`config.mk`:
```
export PLATFORM = sky130hd
export DESIGN_NAME = length_prefixed_frame_receiver_core
export DESIGN_NICKNAME = d
export VERILOG_FILES = /design/src/lfr_pkg.sv /design/src/lfr_ram.sv /design/src/lfr_datapath.sv /design/src/lfr_ctrl.sv /design/src/length_prefixed_frame_receiver_core.sv
export SDC_FILE = /design/constraint.sdc
export NUM_CORES = 1
export LEC_CHECK = 0
export BUFFER_PORTS_ARGS = -buffer_cell sky130_fd_sc_hd__buf_2
export CORE_MARGIN = 10
export CORE_UTILIZATION = 35
export CTS_BUF_LIST = sky130_fd_sc_hd__clkbuf_4 sky130_fd_sc_hd__clkbuf_8 sky130_fd_sc_hd__clkbuf_16
export DETAILED_ROUTE_END_ITERATION = 10
export PLACE_DENSITY = 0.48
export SLEW_MARGIN = 25
export SYNTH_ARGS = -nofsm -noshare
export SYNTH_HDL_FRONTEND = slang
export SYNTH_SLANG_ARGS = --single-unit
export TNS_END_PERCENT = 10
```
`constraint.sdc`:
```
create_clock -name i_clk -period 3.2 [get_ports i_clk]
set_input_delay 0.32 -clock i_clk [delete_from_list [all_inputs] [get_ports i_clk]]
set_output_delay 0.32 -clock i_clk [all_outputs]
set_load 0.03 [all_outputs]
```
`src/lfr_pkg.sv`:
```
// ============================================================================
// lfr_pkg - shared types and constants for the length-prefixed frame receiver
// Input kind codes, register map, reset values and controller/datapath structs.
// ============================================================================
`default_nettype none

package lfr_pkg;

    // input item kinds (carried on tuser)
    localparam logic [1:0] KIND_BYTE    = 2'd0;
    localparam logic [1:0] KIND_TICK    = 2'd1;
    localparam logic [1:0] KIND_OVERRUN = 2'd2;

    // register indexes (paddr[3:2])
    localparam logic [1:0] REG_START   = 2'd0;
    localparam logic [1:0] REG_STOP    = 2'd1;
    localparam logic [1:0] REG_MAX_LEN = 2'd2;
    localparam logic [1:0] REG_TIMEOUT = 2'd3;

    // register reset values
    localparam logic [7:0]  RST_START   = 8'hAA;
    localparam logic [7:0]  RST_STOP    = 8'h55;
    localparam logic [6:0]  RST_MAX_LEN = 7'd64;
    localparam logic [15:0] RST_TIMEOUT = 16'd10000;

    localparam logic [16:0] IDLE_MAX = 17'h1FFFF;

    // controller -> datapath
    typedef struct packed {
        logic idle_tick;   // count one millisecond
        logic idle_clear;  // byte received
        logic load_len;    // latch length byte, clear stored count
        logic store_byte;  // write payload byte to the store
        logic rd_start;    // reset readout index
        logic rd_issue;    // read store at readout index
        logic rd_load;     // capture read data into output register
    } t_ctrl_cmd;

    // datapath -> controller
    typedef struct packed {
        logic timeout;     // idle count above timeout
        logic is_start;    // byte equals start marker
        logic is_stop;     // byte equals stop marker
        logic len_ok;      // byte is an acceptable length
        logic data_done;   // this byte completes the payload
        logic out_free;    // output register can take a new result
        logic rd_last;     // current readout index is the final byte
    } t_dp_status;

endpackage

`default_nettype wire

```
`src/lfr_ram.sv`:
```
// ============================================================================
// lfr_ram - generic single-write, single-read RAM
// One write port, one read port with registered read data.
// ============================================================================
`default_nettype none

module lfr_ram #(
    parameter int WIDTH  = 8,
    parameter int DEPTH  = 64,
    parameter int ADDR_W = (DEPTH > 1) ? $clog2(DEPTH) : 1
) (
    input  wire logic              i_clk,
    input  wire logic              i_we,
    input  wire logic [ADDR_W-1:0] i_waddr,
    input  wire logic [WIDTH-1:0]  i_wdata,
    input  wire logic              i_re,
    input  wire logic [ADDR_W-1:0] i_raddr,
    output logic      [WIDTH-1:0]  o_rdata
);

    logic [WIDTH-1:0] r_mem [DEPTH];
    logic [WIDTH-1:0] r_rdata;

    always_ff @(posedge i_clk) begin
        if (i_we) begin
            r_mem[i_waddr] <= i_wdata;
        end
        if (i_re) begin
            r_rdata <= r_mem[i_raddr];
        end
    end

    assign o_rdata = r_rdata;

endmodule

`default_nettype wire

```
`src/lfr_datapath.sv`:
```
// ============================================================================
// lfr_datapath - registers, counters, payload store and output register
// Executes controller commands and reports compare results back.
// ============================================================================
`default_nettype none

module lfr_datapath import lfr_pkg::*; #(
    parameter int MAX_PAYLOAD = 64
) (
    input  wire logic        i_clk,
    input  wire logic        i_rst_n,
    // config port
    input  wire logic        psel,
    input  wire logic        penable,
    input  wire logic        pwrite,
    input  wire logic [3:0]  paddr,
    input  wire logic [31:0] pwdata,
    output logic      [31:0] prdata,
    // input byte
    input  wire logic [7:0]  i_data,
    // output channel
    output logic             o_out_valid,
    input  wire logic        i_out_ready,
    output logic      [7:0]  o_out_byte,
    output logic      [5:0]  o_out_idx,
    output logic      [6:0]  o_out_len,
    output logic             o_out_last,
    // control
    input  wire t_ctrl_cmd   i_cmd,
    output t_dp_status       o_status
);

    localparam int CNT_W  = $clog2(MAX_PAYLOAD + 1);
    localparam int ADDR_W = (MAX_PAYLOAD > 1) ? $clog2(MAX_PAYLOAD) : 1;

    logic [7:0]  r_start, r_stop;
    logic [6:0]  r_max_len;
    logic [15:0] r_timeout;

    logic [16:0]      r_idle;
    logic [6:0]       r_declared;
    logic [CNT_W-1:0] r_stored;
    logic [CNT_W-1:0] r_rd_idx;

    logic       r_out_valid;
    logic [7:0] r_out_byte;
    logic [5:0] r_out_idx;
    logic [6:0] r_out_len;
    logic       r_out_last;

    logic       cfg_wr;
    logic       store_we;
    logic [7:0] ram_rdata;
    logic [8:0] stored_next;
    logic [8:0] rd_next;

    assign cfg_wr      = psel & penable & pwrite;
    assign stored_next = 9'(r_stored) + 9'd1;
    assign rd_next     = 9'(r_rd_idx) + 9'd1;
    assign store_we    = i_cmd.store_byte & (9'(r_stored) < 9'(MAX_PAYLOAD));

    // config registers
    always_ff @(posedge i_clk) begin
        if (!i_rst_n) begin
            r_start   <= RST_START;
            r_stop    <= RST_STOP;
            r_max_len <= RST_MAX_LEN;
            r_timeout <= RST_TIMEOUT;
        end else if (cfg_wr) begin
            case (paddr[3:2])
                REG_START:   r_start   <= pwdata[7:0];
                REG_STOP:    r_stop    <= pwdata[7:0];
                REG_MAX_LEN: r_max_len <= pwdata[6:0];
                REG_TIMEOUT: r_timeout <= pwdata[15:0];
                default:     ;
            endcase
        end
    end

    always_comb begin
        case (paddr[3:2])
            REG_START:   prdata = {24'd0, r_start};
            REG_STOP:    prdata = {24'd0, r_stop};
            REG_MAX_LEN: prdata = {25'd0, r_max_len};
            REG_TIMEOUT: prdata = {16'd0, r_timeout};
            default:     prdata = 32'd0;
        endcase
    end

    // idle counter, frame counters, readout index
    always_ff @(posedge i_clk) begin
        if (!i_rst_n) begin
            r_idle     <= '0;
            r_declared <= '0;
            r_stored   <= '0;
            r_rd_idx   <= '0;
        end else begin
            if (i_cmd.idle_clear) begin
                r_idle <= '0;
            end else if (i_cmd.idle_tick && r_idle != IDLE_MAX) begin
                r_idle <= r_idle + 17'd1;
            end
            if (i_cmd.load_len) begin
                r_declared <= i_data[6:0];
                r_stored   <= '0;
            end else if (store_we) begin
                r_stored <= CNT_W'(stored_next);
            end
            if (i_cmd.rd_start) begin
                r_rd_idx <= '0;
            end else if (i_cmd.rd_load) begin
                r_rd_idx <= CNT_W'(rd_next);
            end
        end
    end

    lfr_ram #(
        .WIDTH (8),
        .DEPTH (MAX_PAYLOAD)
    ) u_store (
        .i_clk   (i_clk),
        .i_we    (store_we),
        .i_waddr (r_stored[ADDR_W-1:0]),
        .i_wdata (i_data),
        .i_re    (i_cmd.rd_issue),
        .i_raddr (r_rd_idx[ADDR_W-1:0]),
        .o_rdata (ram_rdata)
    );

    // output register
    always_ff @(posedge i_clk) begin
        if (!i_rst_n) begin
            r_out_valid <= 1'b0;
        end else if (i_cmd.rd_load) begin
            r_out_valid <= 1'b1;
        end else if (i_out_ready) begin
            r_out_valid <= 1'b0;
        end
    end

    always_ff @(posedge i_clk) begin
        if (i_cmd.rd_load) begin
            r_out_byte <= ram_rdata;
            r_out_idx  <= 6'(r_rd_idx);
            r_out_len  <= r_declared;
            r_out_last <= o_status.rd_last;
        end
    end

    assign o_out_valid = r_out_valid;
    assign o_out_byte  = r_out_byte;
    assign o_out_idx   = r_out_idx;
    assign o_out_len   = r_out_len;
    assign o_out_last  = r_out_last;

    // status
    assign o_status.timeout   = r_idle > {1'b0, r_timeout};
    assign o_status.is_start  = i_data == r_start;
    assign o_status.is_stop   = i_data == r_stop;
    assign o_status.len_ok    = (i_data != 8'd0) && (i_data <= {1'b0, r_max_len})
                              && (9'(i_data) <= 9'(MAX_PAYLOAD));
    assign o_status.data_done = stored_next >= 9'(r_declared);
    assign o_status.out_free  = ~r_out_valid | i_out_ready;
    assign o_status.rd_last   = rd_next == 9'(r_declared);

    // no write beyond the store
    a_store_in_range: assert property (@(posedge i_clk) disable iff (!i_rst_n)
        i_cmd.store_byte |-> (9'(r_stored) < 9'(MAX_PAYLOAD)))
        else $error("payload write past store depth");

    // a captured result is presented next cycle
    a_load_valid: assert property (@(posedge i_clk) disable iff (!i_rst_n)
        i_cmd.rd_load |=> r_out_valid)
        else $error("loaded result not valid");

    // an accepted length is never zero
    a_len_nonzero: assert property (@(posedge i_clk) disable iff (!i_rst_n)
        i_cmd.load_len |=> (r_declared != 7'd0))
        else $error("zero length latched");

endmodule

`default_nettype wire

```
`src/lfr_ctrl.sv`:
```
// ============================================================================
// lfr_ctrl - frame parse and readout sequencer
// Tracks the parse phase, decodes input kinds and walks the store on a good stop.
// ============================================================================
`default_nettype none

module lfr_ctrl import lfr_pkg::*; (
    input  wire logic       i_clk,
    input  wire logic       i_rst_n,
    input  wire logic       i_in_valid,
    input  wire logic [1:0] i_kind,
    output logic            o_in_ready,
    input  wire t_dp_status i_status,
    output t_ctrl_cmd       o_cmd
);

    localparam logic [2:0] S_HUNT     = 3'd0;
    localparam logic [2:0] S_LENGTH   = 3'd1;
    localparam logic [2:0] S_DATA     = 3'd2;
    localparam logic [2:0] S_STOP     = 3'd3;
    localparam logic [2:0] S_RD_ISSUE = 3'd4;
    localparam logic [2:0] S_RD_WAIT  = 3'd5;

    logic [2:0] r_state, n_state;
    logic       in_acc;

    assign o_in_ready = r_state inside {S_HUNT, S_LENGTH, S_DATA, S_STOP};
    assign in_acc     = o_in_ready & i_in_valid;

    always_comb begin
        logic [2:0] eff;
        eff     = i_status.timeout ? S_HUNT : r_state;
        n_state = r_state;
        o_cmd   = '0;
        case (r_state)
            S_HUNT, S_LENGTH, S_DATA, S_STOP: begin
                if (in_acc) begin
                    case (i_kind)
                        KIND_TICK:    o_cmd.idle_tick = 1'b1;
                        KIND_OVERRUN: n_state = S_HUNT;
                        KIND_BYTE: begin
                            o_cmd.idle_clear = 1'b1;
                            case (eff)
                                S_HUNT: begin
                                    n_state = i_status.is_start ? S_LENGTH : S_HUNT;
                                end
                                S_LENGTH: begin
                                    if (i_status.len_ok) begin
                                        o_cmd.load_len = 1'b1;
                                        n_state        = S_DATA;
                                    end else begin
                                        n_state = S_HUNT;
                                    end
                                end
                                S_DATA: begin
                                    o_cmd.store_byte = 1'b1;
                                    if (i_status.data_done) begin
                                        n_state = S_STOP;
                                    end
                                end
                                default: begin
                                    if (i_status.is_stop) begin
                                        o_cmd.rd_start = 1'b1;
                                        n_state        = S_RD_ISSUE;
                                    end else begin
                                        n_state = S_HUNT;
                                    end
                                end
                            endcase
                        end
                        default: ;
                    endcase
                end
            end
            S_RD_ISSUE: begin
                if (i_status.out_free) begin
                    o_cmd.rd_issue = 1'b1;
                    n_state        = S_RD_WAIT;
                end
            end
            S_RD_WAIT: begin
                o_cmd.rd_load = 1'b1;
                n_state       = i_status.rd_last ? S_HUNT : S_RD_ISSUE;
            end
            default: n_state = S_HUNT;
        endcase
    end

    always_ff @(posedge i_clk) begin
        if (!i_rst_n) begin
            r_state <= S_HUNT;
        end else begin
            r_state <= n_state;
        end
    end

    // store read data is captured only in the cycle after the read
    a_load_after_issue: assert property (@(posedge i_clk) disable iff (!i_rst_n)
        o_cmd.rd_load |-> $past(o_cmd.rd_issue))
        else $error("result load without store read");

    // never read while the output register is still occupied
    a_issue_free: assert property (@(posedge i_clk) disable iff (!i_rst_n)
        o_cmd.rd_issue |-> i_status.out_free)
        else $error("store read with output register busy");

    // final byte ends the readout
    a_last_ends: assert property (@(posedge i_clk) disable iff (!i_rst_n)
        (r_state == S_RD_WAIT && i_status.rd_last) |=> (r_state == S_HUNT))
        else $error("readout did not end after final byte");

endmodule

`default_nettype wire

```
`src/length_prefixed_frame_receiver_core.sv`:
```
// Readout: a good stop byte sends the controller through S_RD_ISSUE (store read, held
//   while the output register is occupied) and S_RD_WAIT (capture into the output register).
// Throughput: one input transfer per cycle while parsing; after a good stop the
//   store is read out one payload byte at a time (one RAM read port) and no
//   input is taken until the final result is in the output register.
// Reset: synchronous active low; parse state and registers to defaults, store kept.
// ============================================================================
// length_prefixed_frame_receiver_core - start/length/payload/stop deframer
// Hunts for a start byte, checks the length, stores the payload, verifies
// the stop byte and streams the payload out one byte per transfer.
// ============================================================================
`default_nettype none

module length_prefixed_frame_receiver_core import lfr_pkg::*; #(
    parameter int MAX_PAYLOAD = 64
) (
    input  wire logic        i_clk,
    input  wire logic        i_rst_n,
    // input stream
    input  wire logic        i_s_axis_tvalid,
    output logic             o_s_axis_tready,
    input  wire logic [7:0]  i_s_axis_tdata,   // [7:0] data_byte
    input  wire logic [1:0]  i_s_axis_tuser,   // [1:0] kind
    // result stream
    output logic             o_m_axis_tvalid,
    input  wire logic        i_m_axis_tready,
    output logic      [23:0] o_m_axis_tdata,   // [7:0] payload_byte, [13:8] byte_index,
                                               // [20:14] frame_length, [23:21] zero
    output logic             o_m_axis_tlast,   // last_byte
    // config port
    input  wire logic        psel,
    input  wire logic        penable,
    input  wire logic        pwrite,
    input  wire logic [3:0]  paddr,
    input  wire logic [31:0] pwdata,
    output logic      [31:0] prdata,
    output logic             pready
);

    t_ctrl_cmd  cmd;
    t_dp_status status;

    logic [7:0] out_byte;
    logic [5:0] out_idx;
    logic [6:0] out_len;

    assign pready = 1'b1;

    // phase tracking and readout sequencing
    lfr_ctrl u_ctrl (
        .i_clk      (i_clk),
        .i_rst_n    (i_rst_n),
        .i_in_valid (i_s_axis_tvalid),
        .i_kind     (i_s_axis_tuser),
        .o_in_ready (o_s_axis_tready),
        .i_status   (status),
        .o_cmd      (cmd)
    );

    // registers, counters, store and output register
    lfr_datapath #(
        .MAX_PAYLOAD (MAX_PAYLOAD)
    ) u_dp (
        .i_clk       (i_clk),
        .i_rst_n     (i_rst_n),
        .psel        (psel),
        .penable     (penable),
        .pwrite      (pwrite),
        .paddr       (paddr),
        .pwdata      (pwdata),
        .prdata      (prdata),
        .i_data      (i_s_axis_tdata),
        .o_out_valid (o_m_axis_tvalid),
        .i_out_ready (i_m_axis_tready),
        .o_out_byte  (out_byte),
        .o_out_idx   (out_idx),
        .o_out_len   (out_len),
        .o_out_last  (o_m_axis_tlast),
        .i_cmd       (cmd),
        .o_status    (status)
    );

    assign o_m_axis_tdata = {3'd0, out_len, out_idx, out_byte};

endmodule

`default_nettype wire

```
==> results of run 1 <==
## cell usage after synthesis (3+ instances only)
cell / n / area (sq um)
a21boi_0: 13 / 97.6
a21o_1: 5 / 37.5
a21oi_1: 23 / 115
a22oi_1: 16 / 120
and2_1: 3 / 18.8
and3_1: 13 / 81.3
and4_1: 5 / 43.8
buf_1: 19 / 71.3
buf_2: 14 / 70.1
buf_4: 24 / 180
buf_6: 4 / 45.0
clkbuf_1: 35 / 131
dfxtp_1: 81 / 1620
edfxtp_1: 542 / 16300
ha_1: 34 / 425
inv_1: 40 / 150
mux2i_1: 18 / 180
mux4_2: 167 / 3760
nand2_1: 101 / 379
nand2b_1: 3 / 18.8
nand3_1: 47 / 235
nand4_1: 8 / 50.1
nand4b_1: 5 / 43.8
nor2_1: 94 / 353
nor2b_1: 12 / 75.1
nor3_1: 22 / 110
nor4_1: 8 / 50.1
o2111ai_1: 4 / 35.0
o211ai_1: 6 / 45.0
o21a_1: 3 / 22.5
o21ai_0: 12 / 60.1
o31ai_1: 3 / 22.5
or3_1: 3 / 18.8
or4_1: 5 / 37.5
xnor2_1: 28 / 245
xor2_1: 22 / 193
## layer usage
layer | GRT usage, % | up-vias | part of all wire [%]
met1 | 20.9 | 7213 | 45
met3 | 3.11 | 98 | 5.1
met2 | 25.1 | 321 | 48
li1 | - | 6200 | -
met5 | 0 | - | 0.039
met4 | 5.21 | 4 | 2.6
## layout make-up
class                   count  area (sq um)  share of cell area (%)
clock inverters            29           225                   0.742
clock buffers              95          2070                    6.81
well taps                 959          1200                    3.95
repair buffers            218          1630                    5.37
multi-input cells         728          7180                    23.7
inverters                  40           150                   0.495
flip-flops and latches    623         17900                    59.0
## registers in the layout (all words and copies together) (netlist names)
| signal | flops |
|---|---|
| u_dp.o_out_idx | 6 |
| u_dp.u_store.r_mem | 512 |
| u_dp.o_out_valid | 1 |
| u_dp.r_stop | 8 |
| u_ctrl.r_state | 3 |
| u_dp.u_store.o_rdata | 8 |
| u_dp.o_out_last | 1 |
| u_dp.r_rd_idx | 7 |
| u_dp.r_declared | 7 |
| u_dp.o_out_len | 7 |
| u_dp.o_out_byte | 8 |
| u_dp.r_timeout | 16 |
| u_dp.r_stored | 7 |
| u_dp.r_idle | 17 |
| u_dp.r_max_len | 7 |
| u_dp.r_start | 8 |
## worst max-delay path, cell delays in order, from the launching register on
cell and delay (ps):
dfxtp_1 360, inv_1 50, ha_1 290, nand4b_1 200
nor3_1 90, a211o_1 310, o31a_1 390, or4b_1 480
buf_4 220, nor2_1 130, buf_4 200
## where the power goes
group | switching, mW | internal (mW) | leakage, nW | total, mW
clock | 3.22 | 4.77 | 1.14 | 8.00
sequential | 0.0103 | 8.82 | 5.51 | 8.83
combinational | 0.288 | 0.0920 | 3.22 | 0.380
## stage by stage
stage	cell area, sq um	cells
2_1_floorplan	25700	1488
3_3_place_gp	27900	2552
3_5_place_dp	27900	2552
4_1_cts	30400	2692
5_1_grt	30400	2692
6_report	30400	2692
## kinds of logic (layout without fill, tap and decap cells)
kind of cell / count (synthesis) / after routing / share of synthesized area, %
flip-flops: 623 / 623 / 69.8
other: 2 / 20 / 0.0293
adder cells (fa/ha/maj): 34 / 34 / 1.66
XOR/XNOR: 50 / 50 / 1.71
buffers and inverters: 137 / 382 / 2.55
AND/OR/NAND/NOR: 337 / 337 / 6.16
multiplexers: 185 / 185 / 15.4
AO/OA/AOI/OAI: 102 / 102 / 2.75
## timing repair
item                                   4_1_cts  5_1_grt
setup endpoints to repair                    0       26
hold buffers                                16        0
endpoints found under the hold margin       32        0
gates resized for setup                      0        1
## final timing paths
check,startpoint,end,slack (ps),cells past startpoint
max reg2reg,u_dp.r_timeout[14],u_dp.u_store.r_mem[12][6],180,10
max,u_dp.r_timeout[14],u_dp.u_store.r_mem[12][6],180,10
min reg2reg,u_dp.u_store.o_rdata[7],u_dp.o_out_byte[7],420,0
min,i_s_axis_tdata[4],u_dp.u_store.r_mem[31][4],70,1
==> impl_metrics.ini, run 1 <==
[die]
die_w_um = 291
rows = 99
dieArea_sq_um = 84500
core_area_sq_um = 72800
pin_count = 113
die_h_um = 291
start_util_pct = 35.2

[grt]
grt_pass1_wl_um = 97900
gr-total-overflow = 0
grt_pass1_vias = 14300
grt_usage_pct = 15.6
grt_max_degree = 66
antenna_found_initial = 6

[flow_run]
maxCapViolCount = 0

[drt]
drt_iter0_markers = 1041
vias_per_cell = 5.14
first_pass_iters = 5
wl_um = 66900
wire_per_inst_um = 24.9
antenna_left = 0
drc = 0
vias = 13800

[timing]
fmax_mhz = 331
finalHoldViolCount = 0
max-slew-margin-rel_pct = 44.8
fin_tns_setup_ps = 0
drv_slew = 0
rsz0062_at_grt = no
setup-violations-final = 0
period_minus_slack_ps = 3020
worst_slack_ps = 179
hold_slack_ps = 69.6
fin_worst_skew_ps = 30.2
worst_pin_slew_ps = 828
timing.final.crit_share_pct = 94.4

[clock_tree]
h-tree-depth = 3
cts_made_buffers = 71
clk_latency_ps = 610
clock-root-buffer = clkbuf_16
cts_tree = built
clock_sinks = 623
cts_setup_buffers = 0
clk_pin_slew_ps = 60
clock_path_buffers = 3

[yosys]
synth_seq_area_share_pct = 69.8
yosysUniqueCellTypes = 56
ys_warn_count = 0
syn_area_per_cell_sq_um = 17.4
synthCells = 1470
synth_edf_count = 542
synthArstFlopShare_pct = 0
synth-seq-cells = 623
synth_ff_type = edfxtp_1
syn_area_sq_um = 25600

[power_and_ir_drop]
power.density_nw_per_um2 = 567
ir_drop_v = 0.000311
power_mw = 17.2
leakage_nw = 9.87

[setup_path]
crit_fanout = 8
critPathLaunchType = register
required_ps = 3500
critPathCaptureType = register
crit_arrival_ps = 3320
critPathKind = register to register

[finish]
drive_above_1_share_pct = 28.2
nFillCells = 6610
diodes = 0
fin_nets = 1769
finish.utilization_pct = 41.7
mostFrequentLayoutCell = edfxtp_1
area_growth_pct = 18.4
final_cell_mix = edfxtp_1 (542), mux4_2 (167), buf_4 (117), nand2_1 (101), nor2_1 (94)

[place]
post-dp-hpwl_um = 43400
place_ws_ps = 85.6
port_buffers = 74
gp_congestion = 0.804

[outcome]
status = complete, no violations

[hold_path]
hold_class = input port to register
Power figures use the tool's default switching activity.
==> run 2, diff against run 1 <==
--- a/config.mk
+++ b/config.mk
@@ -14,5 +14,6 @@
 export SLEW_MARGIN = 25
 export SYNTH_ARGS = -nofsm -noshare
 export SYNTH_HDL_FRONTEND = slang
+export SYNTH_HIERARCHICAL = 1
 export SYNTH_SLANG_ARGS = --single-unit
 export TNS_END_PERCENT = 10
==> run 2 against run 1 <==
The flow now finishes with violations (setup timing). Register-to-register slack got worse by 440 ps. Area after synthesis increased by 1.2%. Synthesized cell count increased by 5.2%. Combinational power increased by 6.1%. Critical path type unchanged.
==> impl_metrics.ini, run 2 <==
[die]
die_h_um = 292
rows = 99
dieArea_sq_um = 85400
die_w_um = 292
core_area_sq_um = 73200
pin_count = 113
start_util_pct = 35.4

[setup_path]
path_common_cell = buf_12
crit_fanout = 8
critPathLaunchType = register
critPathCaptureType = register
rr_endpoint = u_dp/u_store/r_mem[14][1]
rrSetupSlack_ps = -260
critPathKind = register to register
required_ps = 3500
crit_arrival_ps = 3760
r2r_cells = 17
rr_startpoint = u_dp/r_timeout[2]
cp_slowest_cell = dfxtp_2
cp_cell_sequence = inv_2 > ha_4 > and4_1 > and4bb_2 > nand2b_1 > o211ai_1 > a2bb2oi_2 > nor4_2 > nand2_1 > nor3b_2 > nor2b_4 > nor2b_4 > buf_12 > nand3_4 > buf_12 > nor2_4 > buf_12
cp_slowest_stage_delay_ps = 340

[outcome]
status = complete, but fails checks
violations = setup timing

[timing]
timing.final.crit_share_pct = 108
fin_worst_skew_ps = 34.0
fmax_mhz = 289
worst_pin_slew_ps = 914
drv_slew = 0
max-slew-margin-rel_pct = 37.5
worst_slack_ps = -261
period_minus_slack_ps = 3460
finalHoldViolCount = 0
rsz0062_at_grt = yes
setup-violations-final = 512

[power_and_ir_drop]
power_frac_comb_pct = 2.3
leakage_nw = 10.1
swShare_pct = 20.6
power.internal_mw = 13.6
ir_drop_v = 0.000404
pwr-share-clk_pct = 46.2
pwr-share-seq_pct = 51.5
power.density_nw_per_um2 = 542
p_sw_mw = 3.53

[drt]
wl_met1_um = 30500
vias_per_cell = 5.15
met2_length_um = 34000
drc = 0
wire_per_inst_um = 24.7
drt_iter0_markers = 1038
top_layer_used = met4
antenna_left = 0
wl_met3_um = 3520
vias = 14500
wl_um = 69600
first_pass_iters = 5

[yosys]
ys_warn_count = 6
syn_area_sq_um = 25900
synth_seq_area_share_pct = 69.0
ys_top_cells_by_area = edfxtp_1 (63%), mux4_2 (12%), dfxtp_1 (6.2%), nor2_1 (1.9%), ha_1 (1.6%)
synth_common_cells = edfxtp_1 (542), nor2_1 (134), mux4_2 (133)
yosysTopAreaCell = edfxtp_1
synth_edf_count = 542
synthArstFlopShare_pct = 0
synth_ff_type = edfxtp_1
yosysUniqueCellTypes = 74
yosys.area.top_type_share_pct = 62.7
syn_area_per_cell_sq_um = 16.8
yosysMostFrequentCell = edfxtp_1
synth-seq-cells = 623
synthCells = 1546

[grt]
gr-total-overflow = 0
grt_max_degree = 68
grt_usage_pct = 16.3
grt_pass1_vias = 14900
antenna_found_initial = 7
grt_pass1_wl_um = 103000

[clock_tree]
clk_latency_ps = 620
cts_tree = built
clk_pin_slew_ps = 50
clock_path_buffers = 3
clock-root-buffer = clkbuf_16
clock_sinks = 623
cts_made_buffers = 71
h-tree-depth = 3

[finish]
mostFrequentLayoutCell = edfxtp_1
largest_reg_flops = 512
final_cell_mix = edfxtp_1 (542), mux4_2 (133), buf_4 (108), nand2_1 (92), nor2_1 (84)
fin_area_sq_um = 31700
multiInputGateArea_sq_um = 8050
seqCellArea_sq_um = 17900
fin_nets = 1881
drive_above_1_share_pct = 34.3
largest_register = u_dp/u_store/r_mem
nFillCells = 6463
top_regs = u_dp/u_store/r_mem x512, u_dp/r_idle x17, u_dp/r_timeout x16
area_growth_pct = 22.1

[hold_path]
hold_end = u_dp/o_out_valid
hold_start = i_m_axis_tready
hold_class = input port to register
whs_path_depth = 3

[place]
place_ws_ps = -485
post-dp-hpwl_um = 45800
port_buffers = 74
gp_congestion = 0.783
dpl-instance-area_sq_um = 28600

[flow_run]
maxCapViolCount = 0
==> run 2: cell count changes in the layout (fill, tap and decap cells not counted), sizes merged, moves of 10 or more <==
cell    delta
mux2i     +23
mux4      -34
clkinv    +11
nand2b    +13
a211oi    +10
a22oi     -13
buf       +34
nor2b     +20
nor2      +40
mux2      +13
==> run 2: repair_timing <==
item                                    4_1_cts  5_1_grt
gates resized for setup                      82       49
endpoints found under the setup margin      514      515
hold buffers                                 16        0
pin swaps                                    28       12
endpoints found under the hold margin        34        0
buffers inserted                              5        3
==> run 2: area by class of cell <==
class | instances | area share, %
inverters | 34 | 0.403
clock inverters | 43 | 0.979
clock buffers | 87 | 6.23
repair buffers | 252 | 6.57
multi-input cells | 812 | 25.4
well taps | 959 | 3.79
diodes | 2 | 0.0158
flip-flops and latches | 623 | 56.6
==> run 2: metal layers <==
metal  vias up  track usage (%)
met1      7531             21.3
met5         -                0
met3        85             3.11
li1       6536                -
met2       339             27.2
met4         0             4.78
==> run 2: kinds of logic (layout without fill, tap and decap cells) <==
logic type	count (synthesis)	after routing	share of synthesized area, %
multiplexers	187	187	13.7
AO/OA/AOI/OAI	126	126	3.55
flip-flops	623	623	69.0
AND/OR/NAND/NOR	389	389	7.45
other	3	22	0.0434
XOR/XNOR	56	56	1.89
buffers and inverters	128	416	2.76
adder cells (fa/ha/maj)	34	34	1.64
==> run 2: how the worst max path moves through the flow <==
stage | end | startpoint | slack [ps]
after floorplan | u_dp/u_store/r_mem[46][0] | u_dp/r_idle[5] | -70
after global placement | u_dp/u_store/r_mem[24][3] | u_dp/r_timeout[4] | -450
after detailed placement | u_dp/u_store/r_mem[24][1] | u_dp/r_timeout[4] | -480
after CTS | u_dp/u_store/r_mem[14][1] | u_dp/r_timeout[2] | -220
after global routing | u_dp/u_store/r_mem[14][1] | u_dp/r_timeout[7] | -410
final | u_dp/u_store/r_mem[14][1] | u_dp/r_timeout[2] | -260
==> run 2: worst max-delay path, delay by kind of cell (launching register included) <==
kind                     cells  cell delay, ps
buffers and inverters        4             520
adder cells (fa/ha/maj)      1             230
flip-flops                   1             340
AO/OA/AOI/OAI                2             270
AND/OR/NAND/NOR             10            1770
==> run 2: power groups by stage <==
stage | sequential [mW] | clock, mW | combinational [mW]
CTS | 8.83 | 8.14 | 0.412
finish | 8.83 | 7.93 | 0.403
floorplan | 9.00 | 0 | 0.172
global placement | 9.00 | 0 | 0.390
detailed placement | 9.00 | 0 | 0.393
global route | 8.83 | 8.49 | 0.442
==> run 2: through the flow <==
stage	setup TNS, ps	cells	total power, mW	hold WS, ps	util [%]
2_1_floorplan	-5260	1563	9.17	400	-
3_3_place_gp	-178030	2657	9.39	403	39.1
6_report	-59670	2812	17.2	66.0	43.3
4_1_cts	-70300	2808	17.4	30.7	43.0
5_1_grt	-149090	2810	17.8	67.5	43.3
3_5_place_dp	-191940	2657	9.39	414	39.1
==> run 3, diff against run 2 <==
--- a/config.mk
+++ b/config.mk
@@ -6,7 +6,6 @@
 export NUM_CORES = 1
 export LEC_CHECK = 0
 export BUFFER_PORTS_ARGS = -buffer_cell sky130_fd_sc_hd__buf_2
-export CORE_MARGIN = 10
 export CORE_UTILIZATION = 35
 export CTS_BUF_LIST = sky130_fd_sc_hd__clkbuf_4 sky130_fd_sc_hd__clkbuf_8 sky130_fd_sc_hd__clkbuf_16
 export DETAILED_ROUTE_END_ITERATION = 10
==> run 3 against run 2 <==
The run still ends with setup timing left. Setup slack improved by 20 ps. Total power is 4.3% higher. Core utilization grew 0.33 points. Flip-flop and latch count unchanged. Critical endpoint is now u_ctrl/r_state[1].
==> impl_metrics.ini, run 3 (synthesis gave the netlist of run 2 again) <==
[outcome]
status = complete, but fails checks
violations = setup timing

[timing]
worst_pin_slew_ps = 875
rsz0062_at_grt = yes
drv_slew = 0
setup-violations-final = 514
period_minus_slack_ps = 3440
timing.final.crit_share_pct = 108
worst_slack_ps = -241
fmax_mhz = 291
finalHoldViolCount = 0
fin_worst_skew_ps = 21.6
max-slew-margin-rel_pct = 41.7

[flow_run]
maxCapViolCount = 0

[setup_path]
rr_startpoint = u_dp/r_timeout[14]
required_ps = 3680
cp_slowest_stage_delay_ps = 320
worst-path-buf-inv = 15
cp_slowest_cell = dfxtp_2
cp_cell_sequence = inv_1 > ha_4 > nand4b_1 > buf_4 > buf_4 > buf_4 > nor3_2 > a2bb2oi_2 > nor4_2 > buf_4 > buf_4 > buf_4 > buf_4 > buf_4 > buf_4 > buf_4 > buf_4 > buf_4 > buf_4 > buf_4 > a31oi_1 > a21boi_1
critPathLaunchType = register
critPathCaptureType = register
critPathKind = register to register
path_common_cell = buf_4
crit_fanout = 2
crit_arrival_ps = 3930
path_delay_family = buffers and inverters
crit_start = u_dp/r_timeout[14]
rrSetupSlack_ps = -240

[die]
dieArea_sq_um = 75200
core_area_sq_um = 73200
rows = 99
die_w_um = 274
pin_count = 113
die_h_um = 274
start_util_pct = 35.4

[drt]
wire_per_inst_um = 24.1
antenna_left = 0
vias = 14600
vias_per_cell = 5.16
drc = 0
first_pass_iters = 5
drt_iter0_markers = 1116
wl_um = 68100

[finish]
drive_above_1_share_pct = 34.8
largest_register = u_dp/u_store/r_mem
largest_reg_flops = 512
final_cell_mix = edfxtp_1 (542), mux4_2 (133), buf_4 (131), nand2_1 (92), nor2_1 (88)
mostFrequentLayoutCell = edfxtp_1
fin_cells = 2826
top_regs = u_dp/u_store/r_mem x512, u_dp/r_idle x17, u_dp/r_timeout x16
area_growth_pct = 23.1
fin_nets = 1898

[grt]
gr-total-overflow = 0
met3_usage_pct = 3.85
grt_pass1_wl_um = 101000
grtUsageMet2_pct = 29.5
grt_pass1_vias = 14900
top_usage_layer = met2
grt_usage_pct = 18.4
grt.met1_usage_pct = 25.3
grt_max_degree = 68
antenna_found_initial = 6

[clock_tree]
clock-root-buffer = clkbuf_16
clk_latency_ps = 600
clock_path_buffers = 3
cts_tree = built
h-tree-depth = 3
clock_sinks = 623
clk_pin_slew_ps = 50
cts_made_buffers = 72

[power_and_ir_drop]
power.density_nw_per_um2 = 561
ir_drop_v = 0.000369
power_mw = 17.9
leakage_nw = 10.3

[hold_path]
hold_class = input port to register
hold_start = i_m_axis_tready

[place]
post-dp-hpwl_um = 44900
gp_congestion = 0.804
port_buffers = 74
place_ws_ps = -437
numPlacedInstances = 2661
[run 3: cell types whose count changed in the layout (fill, tap and decap cells not counted), sizes merged]
cell         previous run  this run
buf                   236       253
clkinv                 33        22
bufinv                  4        11
clkbuf                 87        90
clkinvlp                3         4
diode                   2         1
dlygate4sd3            16        15
inv                    37        36
[run 3: final cells by class]
class                      count  area [sq um]
fill                        6454         41300
tap                          959          1200
sequential                   623         17900
clock buffer                  90          2040
antenna                        1          2.50
inverter                      34           128
multi-input combinational    812          7980
timing repair buffer         268          2170
clock inverter                39           475
[run 3: worst paths after layout]
kind / end / cells past startpoint
setup reg to reg: u_ctrl/r_state[1] / 22
hold reg to reg: u_dp/o_out_byte[7] / 0
hold / removal: u_dp/o_out_valid / 3
setup / recovery: u_ctrl/r_state[1] / 22
[run 3: timing repair]
item	CTS	global route
gates resized for setup	64	40
pin swaps	42	22
hold buffers	15	0
setup endpoints to repair	512	517
endpoints found under the hold margin	25	0
buffers inserted	19	1
[run 3: metal layers]
layer	up-vias	wire, um
li1	6550	-
met1	7570	30100
met2	365	32500
met3	100	4010
met4	2	1530
met5	-	13
[run 3: per-stage QoR]
step                      area (sq um)  TNS [ps]  hold slack [ps]  utilization, %
after floorplan                  26300     -5260              400               -
after global placement           28700   -131720              409            39.1
after detailed placement         28700   -154800              412            39.1
after CTS                        31800   -140340             2.02            43.4
after global routing             31900   -213930             46.5            43.6
final                            31900    -79570             41.0            43.6
[run 3: report_power, final]
part	switching (mW)	internal (mW)
logic	0.294	0.114
registers	0.00895	8.82
clock network	3.27	5.40
[run 3: worst min-delay path, stage by stage]
cell and delay, ps:
buf_2 70, nand2b_1 110, a21boi_0 80
